**src/hdl/dte_pkg.sv**
```systemverilog
// package for the date/time to epoch microsecond converter
// shared types, status codes, calendar tables and small arithmetic helpers
// no dependencies
`timescale 1ns / 1ps
`default_nettype none

package dte_pkg;

   localparam logic [15:0] EPOCH_YEAR       = 16'd1970;
   localparam logic [15:0] MAX_YEAR_RESET   = 16'd28808;
   localparam logic [63:0] MAX_USEC_RESET   = 64'hFFFF_FFFF_FFFF_FFFF;
   // leap years in 1..1969
   localparam logic [15:0] LEAPS_BEFORE_EPOCH = 16'd477;
   localparam logic [24:0] DAYS_PER_YEAR    = 25'd365;
   localparam logic [40:0] SEC_PER_DAY      = 41'd86400;
   localparam logic [16:0] SEC_PER_HOUR     = 17'd3600;
   localparam logic [16:0] SEC_PER_MIN      = 17'd60;
   localparam int unsigned SEC_TO_USEC      = 1000000;
   localparam int unsigned SEC_LO_W         = 21;
   localparam int unsigned SEC_W            = 41;

   typedef enum logic [2:0] {
      ST_OK        = 3'd0,
      ST_BAD_YEAR  = 3'd1,
      ST_BAD_MONTH = 3'd2,
      ST_BAD_DAY   = 3'd3,
      ST_BAD_TIME  = 3'd4,
      ST_OVER      = 3'd5
   } dte_status_type;

   typedef enum logic [0:0] {
      CSR_MAX_YEAR = 1'b0,
      CSR_MAX_USEC = 1'b1
   } dte_csr_type;

   typedef enum logic [3:0] {
      S_IDLE,
      S_DIV,
      S_CHECK,
      S_DAYS,
      S_SECS,
      S_MLO,
      S_MHI,
      S_SUM,
      S_DONE
   } dte_state_type;

   // one step enable per datapath phase
   typedef struct packed {
      logic load;
      logic div;
      logic check;
      logic days;
      logic secs;
      logic mlo;
      logic mhi;
      logic sum;
      logic done;
   } dte_cmd_type;

   // floor(x / 25) for x < 2^14, reciprocal multiply (5243 = ceil(2^17 / 25))
   function automatic logic [9:0] div25(input logic [13:0] x);
      logic [26:0] p;
      p = 27'(x) * 27'd5243;
      return p[26:17];
   endfunction

   function automatic logic [13:0] mul25(input logic [9:0] q);
      return 14'({q, 4'b0}) + 14'({q, 3'b0}) + 14'(q);
   endfunction

   function automatic logic [4:0] month_len(input logic [3:0] m);
      logic [4:0] len;
      unique case (m)
         4'd1, 4'd3, 4'd5, 4'd7, 4'd8, 4'd10, 4'd12: len = 5'd31;
         4'd4, 4'd6, 4'd9, 4'd11:                    len = 5'd30;
         4'd2:                                       len = 5'd28;
         default:                                    len = 5'd0;
      endcase
      return len;
   endfunction

   // days in the months before m of a common year
   function automatic logic [8:0] cum_days(input logic [3:0] m);
      logic [8:0] d;
      unique case (m)
         4'd2:    d = 9'd31;
         4'd3:    d = 9'd59;
         4'd4:    d = 9'd90;
         4'd5:    d = 9'd120;
         4'd6:    d = 9'd151;
         4'd7:    d = 9'd181;
         4'd8:    d = 9'd212;
         4'd9:    d = 9'd243;
         4'd10:   d = 9'd273;
         4'd11:   d = 9'd304;
         4'd12:   d = 9'd334;
         default: d = 9'd0;
      endcase
      return d;
   endfunction

endpackage

`default_nettype wire

```
**src/hdl/dte_ctrl.sv**
```systemverilog
// sequencer for the date/time to epoch converter
// walks the datapath through its phases, drives busy and the result strobe
// depends on dte_pkg
`timescale 1ns / 1ps
`default_nettype none

module dte_ctrl
   import dte_pkg::*;
(
   input  wire logic  clock,
   input  wire logic  reset,
   input  wire logic  start,
   output logic       busy,
   output logic       rsp_valid,
   output dte_cmd_type cmd
);

   dte_state_type state_ff, state_in;
   logic          rsp_valid_ff, rsp_valid_in;

   always_ff @(posedge clock) begin
      if (reset) begin
         state_ff     <= S_IDLE;
         rsp_valid_ff <= 1'b0;
      end else begin
         state_ff     <= state_in;
         rsp_valid_ff <= rsp_valid_in;
      end
   end

   always_comb begin
      state_in     = state_ff;
      rsp_valid_in = 1'b0;
      cmd          = '0;
      unique case (state_ff)
         S_IDLE: begin
            if (start) begin
               cmd.load = 1'b1;
               state_in = S_DIV;
            end
         end
         S_DIV: begin
            cmd.div  = 1'b1;
            state_in = S_CHECK;
         end
         S_CHECK: begin
            cmd.check = 1'b1;
            state_in  = S_DAYS;
         end
         S_DAYS: begin
            cmd.days = 1'b1;
            state_in = S_SECS;
         end
         S_SECS: begin
            cmd.secs = 1'b1;
            state_in = S_MLO;
         end
         S_MLO: begin
            cmd.mlo  = 1'b1;
            state_in = S_MHI;
         end
         S_MHI: begin
            cmd.mhi  = 1'b1;
            state_in = S_SUM;
         end
         S_SUM: begin
            cmd.sum  = 1'b1;
            state_in = S_DONE;
         end
         S_DONE: begin
            cmd.done     = 1'b1;
            rsp_valid_in = 1'b1;
            state_in     = S_IDLE;
         end
         default: begin
            state_in = S_IDLE;
         end
      endcase
   end

   assign busy      = (state_ff != S_IDLE);
   assign rsp_valid = rsp_valid_ff;

endmodule

`default_nettype wire

```
**src/hdl/dte_datapath.sv**
```systemverilog
// datapath of the date/time to epoch converter: checks, day count, scaling
// holds the two configuration registers and the result registers
// depends on dte_pkg
`timescale 1ns / 1ps
`default_nettype none

module dte_datapath
   import dte_pkg::*;
(
   input  wire logic        clock,
   input  wire logic        reset,
   input  wire dte_cmd_type cmd,
   input  wire logic [15:0] req_year,
   input  wire logic [3:0]  req_month,
   input  wire logic [4:0]  req_day,
   input  wire logic [4:0]  req_hour,
   input  wire logic [5:0]  req_minute,
   input  wire logic [5:0]  req_sec,
   input  wire logic        csr_write_en,
   input  wire logic [0:0]  csr_index,
   input  wire logic [63:0] csr_wdata,
   output logic [63:0]      rsp_usec_total,
   output logic [2:0]       rsp_status
);

   logic [15:0] max_year_ff;
   logic [63:0] max_usec_ff;

   logic [15:0] year_ff;
   logic [3:0]  month_ff;
   logic [4:0]  day_ff;
   logic [4:0]  hour_ff;
   logic [5:0]  minute_ff;
   logic [5:0]  sec_ff;

   logic [9:0]  q100m1_ff, q400m1_ff, yq100_ff, yq400_ff;
   dte_status_type status_ff, status_in;
   logic [15:0] leaps_ff, leaps_in;
   logic [15:0] yoff_ff;
   logic [8:0]  mcum_ff, mcum_in;
   logic [16:0] tod_ff, tod_in;
   logic [24:0] days_ff, days_in;
   logic [SEC_W-1:0] secs_ff, secs_in;
   logic [40:0] plo_ff, plo_in;
   logic [39:0] phi_ff, phi_in;
   logic [63:0] usec_ff, usec_in;
   logic [63:0] out_usec_ff, out_usec_in;
   dte_status_type out_status_ff, out_status_in;

   logic [15:0] ym1;
   logic [13:0] yc;
   logic [13:0] yd;
   logic        div100, div400, leap;
   logic [4:0]  mdays;
   logic        over;

   // configuration registers
   always_ff @(posedge clock) begin
      if (reset) begin
         max_year_ff <= MAX_YEAR_RESET;
         max_usec_ff <= MAX_USEC_RESET;
      end else if (csr_write_en) begin
         unique case (dte_csr_type'(csr_index))
            CSR_MAX_YEAR: max_year_ff <= csr_wdata[15:0];
            CSR_MAX_USEC: max_usec_ff <= csr_wdata;
            default:      ;
         endcase
      end
   end

   // divide phase helpers
   assign ym1 = year_ff - 16'd1;
   assign yc  = year_ff[15:2];
   assign yd  = {2'b0, year_ff[15:4]};

   // check phase: leap rule, month length, ordered checks
   always_comb begin
      div100   = (year_ff[1:0] == 2'b0) && (yc == mul25(yq100_ff));
      div400   = (year_ff[3:0] == 4'b0) && (yd == mul25(yq400_ff));
      leap     = ((year_ff[1:0] == 2'b0) && !div100) || div400;
      mdays    = (month_ff == 4'd2 && leap) ? 5'd29 : month_len(month_ff);
      priority if (year_ff < EPOCH_YEAR || year_ff > max_year_ff)
         status_in = ST_BAD_YEAR;
      else if (month_ff < 4'd1 || month_ff > 4'd12)
         status_in = ST_BAD_MONTH;
      else if (day_ff < 5'd1 || day_ff > mdays)
         status_in = ST_BAD_DAY;
      else if (hour_ff > 5'd23 || minute_ff > 6'd59 || sec_ff > 6'd59)
         status_in = ST_BAD_TIME;
      else
         status_in = ST_OK;
      leaps_in = {2'b0, ym1[15:2]} - 16'(q100m1_ff) + 16'(q400m1_ff) - LEAPS_BEFORE_EPOCH;
      mcum_in  = cum_days(month_ff) + 9'((leap && month_ff > 4'd2) ? 1'b1 : 1'b0);
      tod_in   = 17'(hour_ff) * SEC_PER_HOUR + 17'(minute_ff) * SEC_PER_MIN
               + 17'(sec_ff);
   end

   assign days_in = 25'(yoff_ff) * DAYS_PER_YEAR + 25'(leaps_ff) + 25'(mcum_ff)
                  + 25'(day_ff) - 25'd1;
   assign secs_in = SEC_W'(days_ff) * SEC_PER_DAY + SEC_W'(tod_ff);
   assign plo_in  = 41'(secs_ff[SEC_LO_W-1:0]) * 41'(SEC_TO_USEC);
   assign phi_in  = 40'(secs_ff[SEC_W-1:SEC_LO_W]) * 40'(SEC_TO_USEC);
   assign usec_in = {3'b0, phi_ff, 21'b0} + {23'b0, plo_ff};

   // final ceiling compare and zeroing of failed results
   always_comb begin
      over = (usec_ff > max_usec_ff);
      priority if (status_ff != ST_OK)
         out_status_in = status_ff;
      else if (over)
         out_status_in = ST_OVER;
      else
         out_status_in = ST_OK;
      out_usec_in = (out_status_in == ST_OK) ? usec_ff : 64'd0;
   end

   always_ff @(posedge clock) begin
      if (cmd.load) begin
         year_ff   <= req_year;
         month_ff  <= req_month;
         day_ff    <= req_day;
         hour_ff   <= req_hour;
         minute_ff <= req_minute;
         sec_ff    <= req_sec;
      end
      if (cmd.div) begin
         q100m1_ff <= div25(ym1[15:2]);
         q400m1_ff <= div25({2'b0, ym1[15:4]});
         yq100_ff  <= div25(yc);
         yq400_ff  <= div25(yd);
      end
      if (cmd.check) begin
         status_ff <= status_in;
         leaps_ff  <= leaps_in;
         yoff_ff   <= year_ff - EPOCH_YEAR;
         mcum_ff   <= mcum_in;
         tod_ff    <= tod_in;
      end
      if (cmd.days) begin
         days_ff <= days_in;
      end
      if (cmd.secs) begin
         secs_ff <= secs_in;
      end
      if (cmd.mlo) begin
         plo_ff <= plo_in;
      end
      if (cmd.mhi) begin
         phi_ff <= phi_in;
      end
      if (cmd.sum) begin
         usec_ff <= usec_in;
      end
      if (cmd.done) begin
         out_usec_ff   <= out_usec_in;
         out_status_ff <= out_status_in;
      end
   end

   assign rsp_usec_total = out_usec_ff;
   assign rsp_status     = out_status_ff;

endmodule

`default_nettype wire

```
**src/hdl/date_time_to_epoch_usec_core.sv**
```systemverilog
// date/time to epoch microseconds: after the request transfer the sequencer runs
// eight phases (divide, check, day sum, seconds, two multiply halves, add,
// compare), one request at a time, then the result strobes on the return to idle
// rsp_valid strobes for one cycle; the receiver cannot stall
// synchronous active-high reset: sequencer idle, max_year 28808, max_usec all ones
// depends on dte_pkg, dte_ctrl, dte_datapath
`timescale 1ns / 1ps
`default_nettype none

module date_time_to_epoch_usec_core
   import dte_pkg::*;
(
   input  wire logic        clock,
   input  wire logic        reset,
   // request transfer, taken when start is high and busy is low
   input  wire logic        start,
   output logic             busy,
   input  wire logic [15:0] req_year,
   input  wire logic [3:0]  req_month,
   input  wire logic [4:0]  req_day,
   input  wire logic [4:0]  req_hour,
   input  wire logic [5:0]  req_minute,
   input  wire logic [5:0]  req_sec,
   // result transfer, one cycle strobe
   output logic             rsp_valid,
   output logic [63:0]      rsp_usec_total,
   output logic [2:0]       rsp_status,
   // configuration writes, index 0 max_year, index 1 max_usec
   input  wire logic        csr_write_en,
   input  wire logic [0:0]  csr_index,
   input  wire logic [63:0] csr_wdata
);

   dte_cmd_type cmd;

   // sequencer: a new transfer is taken only in idle, the strobe leaves
   // together with the return to idle so the next request can start at once
   dte_ctrl u_ctrl (
      .clock     (clock),
      .reset     (reset),
      .start     (start),
      .busy      (busy),
      .rsp_valid (rsp_valid),
      .cmd       (cmd)
   );

   // datapath: year/100 and year/400 by reciprocal multiply, ordered checks,
   // closed-form day count, then seconds scaled to microseconds in two halves
   dte_datapath u_datapath (
      .clock          (clock),
      .reset          (reset),
      .cmd            (cmd),
      .req_year       (req_year),
      .req_month      (req_month),
      .req_day        (req_day),
      .req_hour       (req_hour),
      .req_minute     (req_minute),
      .req_sec        (req_sec),
      .csr_write_en   (csr_write_en),
      .csr_index      (csr_index),
      .csr_wdata      (csr_wdata),
      .rsp_usec_total (rsp_usec_total),
      .rsp_status     (rsp_status)
   );

endmodule

`default_nettype wire
```
**config.mk**
```make
export PLATFORM = sky130hd
export DESIGN_NAME = date_time_to_epoch_usec_core
export DESIGN_NICKNAME = d
export VERILOG_FILES = /design/src/hdl/dte_pkg.sv /design/src/hdl/dte_ctrl.sv /design/src/hdl/dte_datapath.sv /design/src/hdl/date_time_to_epoch_usec_core.sv
export SDC_FILE = /design/constraint.sdc
export NUM_CORES = 2
export LEC_CHECK = 0
export ABC_AREA = 1
export ABC_CLOCK_PERIOD_IN_PS = 6800
export BUFFER_PORTS_ARGS = -buffer_cell sky130_fd_sc_hd__buf_2
export CAP_MARGIN = 5
export CORE_UTILIZATION = 59
export DETAILED_ROUTE_END_ITERATION = 8
export PLACE_DENSITY = 0.9
export SLEW_MARGIN = 20
export SYNTH_ARGS = -nofsm -noshare
export SYNTH_HDL_FRONTEND = slang
export SYNTH_SLANG_ARGS = --single-unit
export TNS_END_PERCENT = 100
```
**constraint.sdc**
```tcl
create_clock -name clock -period 6.8 [get_ports clock]
set_input_delay 0 -clock clock [delete_from_list [all_inputs] [get_ports clock]]
set_output_delay 0 -clock clock [all_outputs]
set_load 0.01 [all_outputs]
```
### Word-level counts from Yosys, hierarchy flattened

Memory sizes are Yosys's and may differ from the RTL's. A register that Yosys moved wholly into a read port is not among the register bits.
Cells that the tools add are included.

* $add $sub $neg: 18
* $mul: 10
* order comparisons: 11
* equal/unequal tests: 12
* mux-type cells: 21
* bitwise logic cells: 1
* reduce and logical (&&, ||, !) cells: 21

Operator list (count)
* > comparator 64 bit: 1
* adder 61 x 41 -> 62 bit: 1
* multiplier 14 x 13 -> 27 bit (second input constant): 2
* multiplier 12 x 13 -> 25 bit (second input constant): 2
* adder 41 x 17 -> 41 bit: 1
* multiplier 21 x 14 -> 35 bit (second input constant): 1
* multiplier 20 x 14 -> 34 bit (second input constant): 1
* multiplier 25 x 10 -> 34 bit (second input constant): 1
* one-hot mux 4 bit (8 select lines): 1
* adder 14 x 10 -> 14 bit: 2
* adder 14 x 13 -> 14 bit: 2
* adder 25 x 16 -> 25 bit: 1
* adder 25 x 5 -> 25 bit: 1
* adder 25 x 9 -> 25 bit: 1
* multiplier 16 x 9 -> 25 bit (second input constant): 1
* subtractor 25 x 1 -> 25 bit (second input constant): 1
* adder 17 x 12 -> 17 bit: 1
* adder 17 x 6 -> 17 bit: 1
* adder 16 x 8 -> 16 bit: 1
* == test 4 x 3 -> 1 bit (second input constant): 4
* > comparator 16 bit: 1
* less-than comparator 16 x 11 -> 1 bit (second input constant): 1
* subtractor 16 x 1 -> 16 bit (second input constant): 1
* subtractor 16 x 11 -> 16 bit (second input constant): 1
* other kinds (34): 63

* register bits: 492
* bits in read-only memories: 224
* input bits: 111
* output and inout port bits: 69
* logic and storage cells: 123
* memories kept: 2

Memories
* (no name shown): depth 16, width 9, rd ports 1, clocked after memory_dff 1, wr ports 0, RTL line dte_pkg.sv:86 `unique case (m)`
* (no name shown): depth 16, width 5, rd ports 1, clocked after memory_dff 1, wr ports 0, RTL line dte_pkg.sv:74 `unique case (m)`

### Depth between registers and ports, before layout

* word-level depth: 13
* mapped depth: 34
* mapped depth without buffers: 34

### Modules after synthesis

A second synthesis with hierarchy kept.

* cell total of the unflattened synthesis: 6033
* area total of the unflattened synthesis: 55771.0 um2

Modules (own cells, without submodules)
* dte_datapath: times used 1, cells an instance 5994, area an instance 55513.2 um2, seq. area each 13523.0 um2
* dte_ctrl: times used 1, cells an instance 39, area an instance 257.7 um2, seq. area each 100.1 um2

### Worst setup path after synthesis

Ideal clock, no wire load.

* kind: register to register
* from: register u_datapath.year_ff[5]
* to: register u_datapath.q400m1_ff[4] (data pin)
* data arrival time: 6.133 ns
* required time: 6.535 ns
* setup slack: 0.401 ns
* stages on the path, launching flop included: 25
* buffers on the path: 0
* period minus slack after synthesis: 6.399 ns
* cells stage by stage: edfxtp_1 inv_1 ha_1 nand2_1 nand3_1 nor2_1 nand2_1 xor2_1 inv_1 fa_1 fa_1 fa_1 inv_1 fa_1 inv_1 fa_1 inv_1 ha_1 a21oi_1 o21ai_0 nor2_1 nand2_1 a21oi_1 o21ai_0 xor2_1

* longest elaborated chain between the ends: 2

Ends and longest elaborated chain
* start: declaration: RTL line dte_datapath.sv:29 `logic [15:0] year_ff;`
* start signal: assignment: RTL line dte_datapath.sv:119 `year_ff <= req_year;`
* subtractor 16 x 1 -> 16 bit: RTL line dte_datapath.sv:72 `assign ym1 = year_ff - 16'd1;`
* multiplier 12 x 13 -> 25 bit: RTL line dte_pkg.sv:64 `p = 27'(x) * 27'd5243;`
* end signal: assignment: RTL line dte_datapath.sv:128 `q400m1_ff <= div25({2'b0, ym1[15:4]});`
* end: declaration: RTL line dte_datapath.sv:36 `logic [9:0] q100m1_ff, q400m1_ff, yq100_ff, yq400_ff;`

Every way passes these cells.
A chain may end at the register's enable or synchronous reset.

### Final worst setup path

* from: register u_datapath.year_ff[3]
* to: register u_datapath.q400m1_ff[7] (data pin)

The elaborated chain is that of the path after synthesis.

==> impl_metrics.csv <==
group,metric,value,unit
floorplan,core.rowCount,112,
placement,place.port_buffers,171,
yosys,ys_seq_elements,486,
grt,global_route_wire_length_before_repair,229000,microns
sta,period_minus_slack,6.43,ns
clock_tree,cts-buffers-inserted,55,
critical_path,worst_setup_path_start_kind,"flop",
yosys,synth_largest_area_cell,"sky130_fd_sc_hd__ha_1",
route,drtIter0Drc,3277,
worst_hold_path,holdCritStartpoint,"req_day[3]",
critical_path,timing.critical_path.required,7.20,ns
worst_hold_path,holdPathEnd,"u_datapath.day_ff[3]$_DFFE_PP_",
final_layout,net_total_in_the_final_layout,7930,
job,cap_viol_max_count,0,
sta,skew,0.0512,ns
route,wl_per_cell,19.3,microns
floorplan,die_h,308,microns
critical_path,critPathBufInv,7,
yosys,most_instantiated_flip_flop_cell_in_the_synthesis_netlist,"sky130_fd_sc_hd__edfxtp_1",
placement,place.gp.congestion,0.971,
yosys,post_syn_area,55400,sq um
sta,setup_viol,0,
floorplan,initial_core_util,59.4,%
floorplan,die_x,308,microns
critical_path,worstReg2RegStart,"u_datapath.year_ff[3]$_DFFE_PP_",
final_layout,areaGrowthSynthToFinish,10.5,%
grt,antenna_found_initial,10,
clock_tree,ctsHtreeMaxLevel,2,
route,drt_pre_antenna_iters,9,
yosys,count_of_different_cell_masters_after_synthesis,62,
sta,max_freq,155,MHz
route,antenna_left,0,
route,totalWireLength,146000,microns
yosys,synth.avg_cell_area,9.39,sq um
critical_path,timing.setup.critical_path_class,"reg2reg",
sta,grt_setup_unrepaired,"no",
route,route.detailed.drc,0,
final_layout,fill_cells,6673,
route,routed_via_density,5.65,
grt,overflow,0,
clock_tree,clock_sink_count,486,
final_layout,utilization,65.7,%
sta,fin_tns_setup,0,ns
critical_path,worst-endpoint-arrival,6.84,ns
yosys,ys_async_sr_fraction,0,%
clock_tree,worst_skew_pair.late_latency,0.67,ns
yosys,ys_top_cells_by_count,"sky130_fd_sc_hd__inv_1 (1355), sky130_fd_sc_hd__ha_1 (1005), sky130_fd_sc_hd__nand2_1 (832), sky130_fd_sc_hd__fa_1 (548), sky130_fd_sc_hd__edfxtp_1 (389)",
worst_hold_path,min_path_type,"in2reg",
final_layout,fraction_of_final_layout_cells_sized_beyond_drive_strength_1,6.73,%
placement,hpwl_dp,112000,microns
critical_path,worstRegToRegCells,28,
critical_path,cp_top_family,"adder cells",
status,status,"complete, no violations",
clock_tree,cts.root.buffer_cell,"sky130_fd_sc_hd__clkbuf_16",
sta,worstMarginPinSlew,1.07,ns
critical_path,reg2reg_to,"u_datapath.q400m1_ff[7]$_DFFE_PP_",
route,dr_total_vias,42800,
sta,slew_violations,0,
clock_tree,worst_setup_hold_path_clk_slew,0.07,ns
yosys,netlist_instances,5901,
grt,pin_count_of_the_biggest_net_entering_global_routing,93,
sta,worst_slew_margin_rel,28.6,%
floorplan,coreArea,93200,sq um
floorplan,ioPinCount,180,
yosys,synth_most_common_cell,"sky130_fd_sc_hd__inv_1",
critical_path,cpMostUsedCell,"sky130_fd_sc_hd__inv_1",
clock_tree,cts_tree,"yes",
sta,finalHoldViolations,0,
critical_path,flop_to_flop_setup_slack,0.37,ns
final_layout,ff_latch_area,13600,sq um
critical_path,end_kind,"flop",
grt,first_global_vias,45100,
floorplan,fp.dieArea,95100,sq um
clock_tree,cts_max_path_buffers,3,
yosys,synth_seq_area_share,24.6,%
yosys,synth-edff-count,389,
yosys,synth.top_cells.by_area,"sky130_fd_sc_hd__ha_1 (23%), sky130_fd_sc_hd__edfxtp_1 (21%), sky130_fd_sc_hd__fa_1 (20%)",
yosys,synth.top_cell.area_share,22.7,%
grt,grt_use_total,30.8,%
critical_path,worstPathMaxFanout,7,
critical_path,crit_path_top_delay_cell,"sky130_fd_sc_hd__fa_1",
final_layout,multi_input_comb_area,36500,sq um
sta,min_period_over_period,94.6,%
worst_hold_path,hold_depth,2,
critical_path,critPathMaxStageDelay,0.53,ns
yosys,ys_warn_count,0,
==> cell families (layout without fill, tap and decap cells) <==
logic type / Yosys count / count (layout) / synth area share (%)
xor+xnor: 303 / 303 / 4.83
other cells: 1 / 14 / 0.00677
flops: 486 / 486 / 24.6
buf+inv: 1407 / 1812 / 9.61
compound gates: 655 / 655 / 6.80
simple gates: 1496 / 1496 / 11.6
fa+ha+maj: 1553 / 1553 / 42.5
==> layout make-up <==
class / instances / area share [%]
Antenna cell: 6 / 0.0245
Clock buffer: 68 / 2.41
Clock inverter: 36 / 0.656
Inverter: 1367 / 8.40
Multi-Input combinational cell: 4015 / 59.7
Sequential cell: 486 / 22.3
Tap cell: 1254 / 2.56
Timing Repair Buffer: 341 / 3.99
==> metrics by stage <==
| stage | hold slack (ns) | setup slack, ns | std cells | cell area (sq um) |
|---|---|---|---|---|
| floorplan | 0.0774 | 0.401 | 5908 | 55400 |
| global placement | 0.177 | 0.252 | 7335 | 58000 |
| detailed placement | 0.178 | 0.249 | 7335 | 58000 |
| CTS | 0.0256 | 0.189 | 7558 | 61100 |
| global route | 0.0580 | 0.0387 | 7573 | 61200 |
| finish | 0.0546 | 0.366 | 7573 | 61200 |
==> metal layers <==
metal  GRT usage [%]  vias up  wire length [microns]
met3            4.75      689                   9020
met1            33.5    20600                  53200
met4            19.1        6                   9900
li1                -    19700                      -
met5               0        -                     41
met2            55.9     1811                  73800
==> worst register-to-register path, delay by kind of cell (launching register included) <==
family                   cells  cell delay [ns]
AO/OA/AOI/OAI                4             0.64
flip-flops                   1             0.41
XOR/XNOR                     2             0.33
buffers and inverters        7             0.65
adder cells (fa/ha/maj)      8             3.15
AND/OR/NAND/NOR              7             1.00
==> cells in the final DEF (no fill, tap or decap), drive strengths merged, types with 42 or more instances in the layout <==
cell type / Yosys / routed
buf: 14 / 222
inv: 1365 / 1366
nand4: 58 / 58
edfxtp: 389 / 389
ha: 1005 / 1005
dfxtp: 97 / 97
dlygate4sd3: 0 / 119
o211ai: 75 / 75
a21oi: 311 / 311
nor3: 42 / 42
nor2: 320 / 320
o21ai: 160 / 160
clkbuf: 26 / 68
xnor2: 111 / 111
nand3: 166 / 166
nand2: 861 / 861
xor2: 191 / 191
fa: 548 / 548
==> registers in the layout, summed over array words and instances, names as in the netlist, 6 cells and up, named ones only <==
| register | count |
|---|---|
| u_datapath.yq400_ff | 8 |
| u_datapath.usec_ff | 56 |
| u_datapath.sec_ff | 6 |
| u_datapath.year_ff | 16 |
| u_datapath.phi_ff | 34 |
| u_datapath.minute_ff | 6 |
| u_datapath.q100m1_ff | 10 |
| u_datapath.yq100_ff | 10 |
| u_datapath.secs_ff | 41 |
| u_datapath.mcum_ff | 9 |
| u_datapath.leaps_ff | 16 |
| u_datapath.rsp_usec_total | 56 |
| u_datapath.q400m1_ff | 8 |
| u_datapath.max_year_ff | 16 |
| u_datapath.yoff_ff | 16 |
| u_datapath.plo_ff | 35 |
| u_datapath.tod_ff | 17 |
| u_datapath.days_ff | 25 |
| u_datapath.max_usec_ff | 64 |
==> how the worst max path moves through the flow <==
stage	start	end	slack, ns	cells after the start
floorplan	u_datapath.year_ff[5]$_DFFE_PP_	u_datapath.q400m1_ff[4]$_DFFE_PP_	0.40	24
global placement	u_datapath.year_ff[2]$_DFFE_PP_	u_datapath.q400m1_ff[4]$_DFFE_PP_	0.25	30
detailed placement	u_datapath.year_ff[2]$_DFFE_PP_	u_datapath.q400m1_ff[4]$_DFFE_PP_	0.25	30
CTS	u_datapath.year_ff[3]$_DFFE_PP_	u_datapath.q400m1_ff[4]$_DFFE_PP_	0.19	27
global route	u_datapath.year_ff[1]$_DFFE_PP_	u_datapath.q400m1_ff[4]$_DFFE_PP_	0.04	31
finish	u_datapath.year_ff[3]$_DFFE_PP_	u_datapath.q400m1_ff[7]$_DFFE_PP_	0.37	28
==> repair_timing <==
item / CTS / global route
hold buffers: 119 / 0
buffers inserted: 0 / 8
endpoints found under the setup margin: 0 / 5
resized for setup: 0 / 7
hold endpoints to repair: 135 / 0
Power is not shown: default switching activity piles up to over one toggle a cycle in this logic, so the estimate is an artifact.
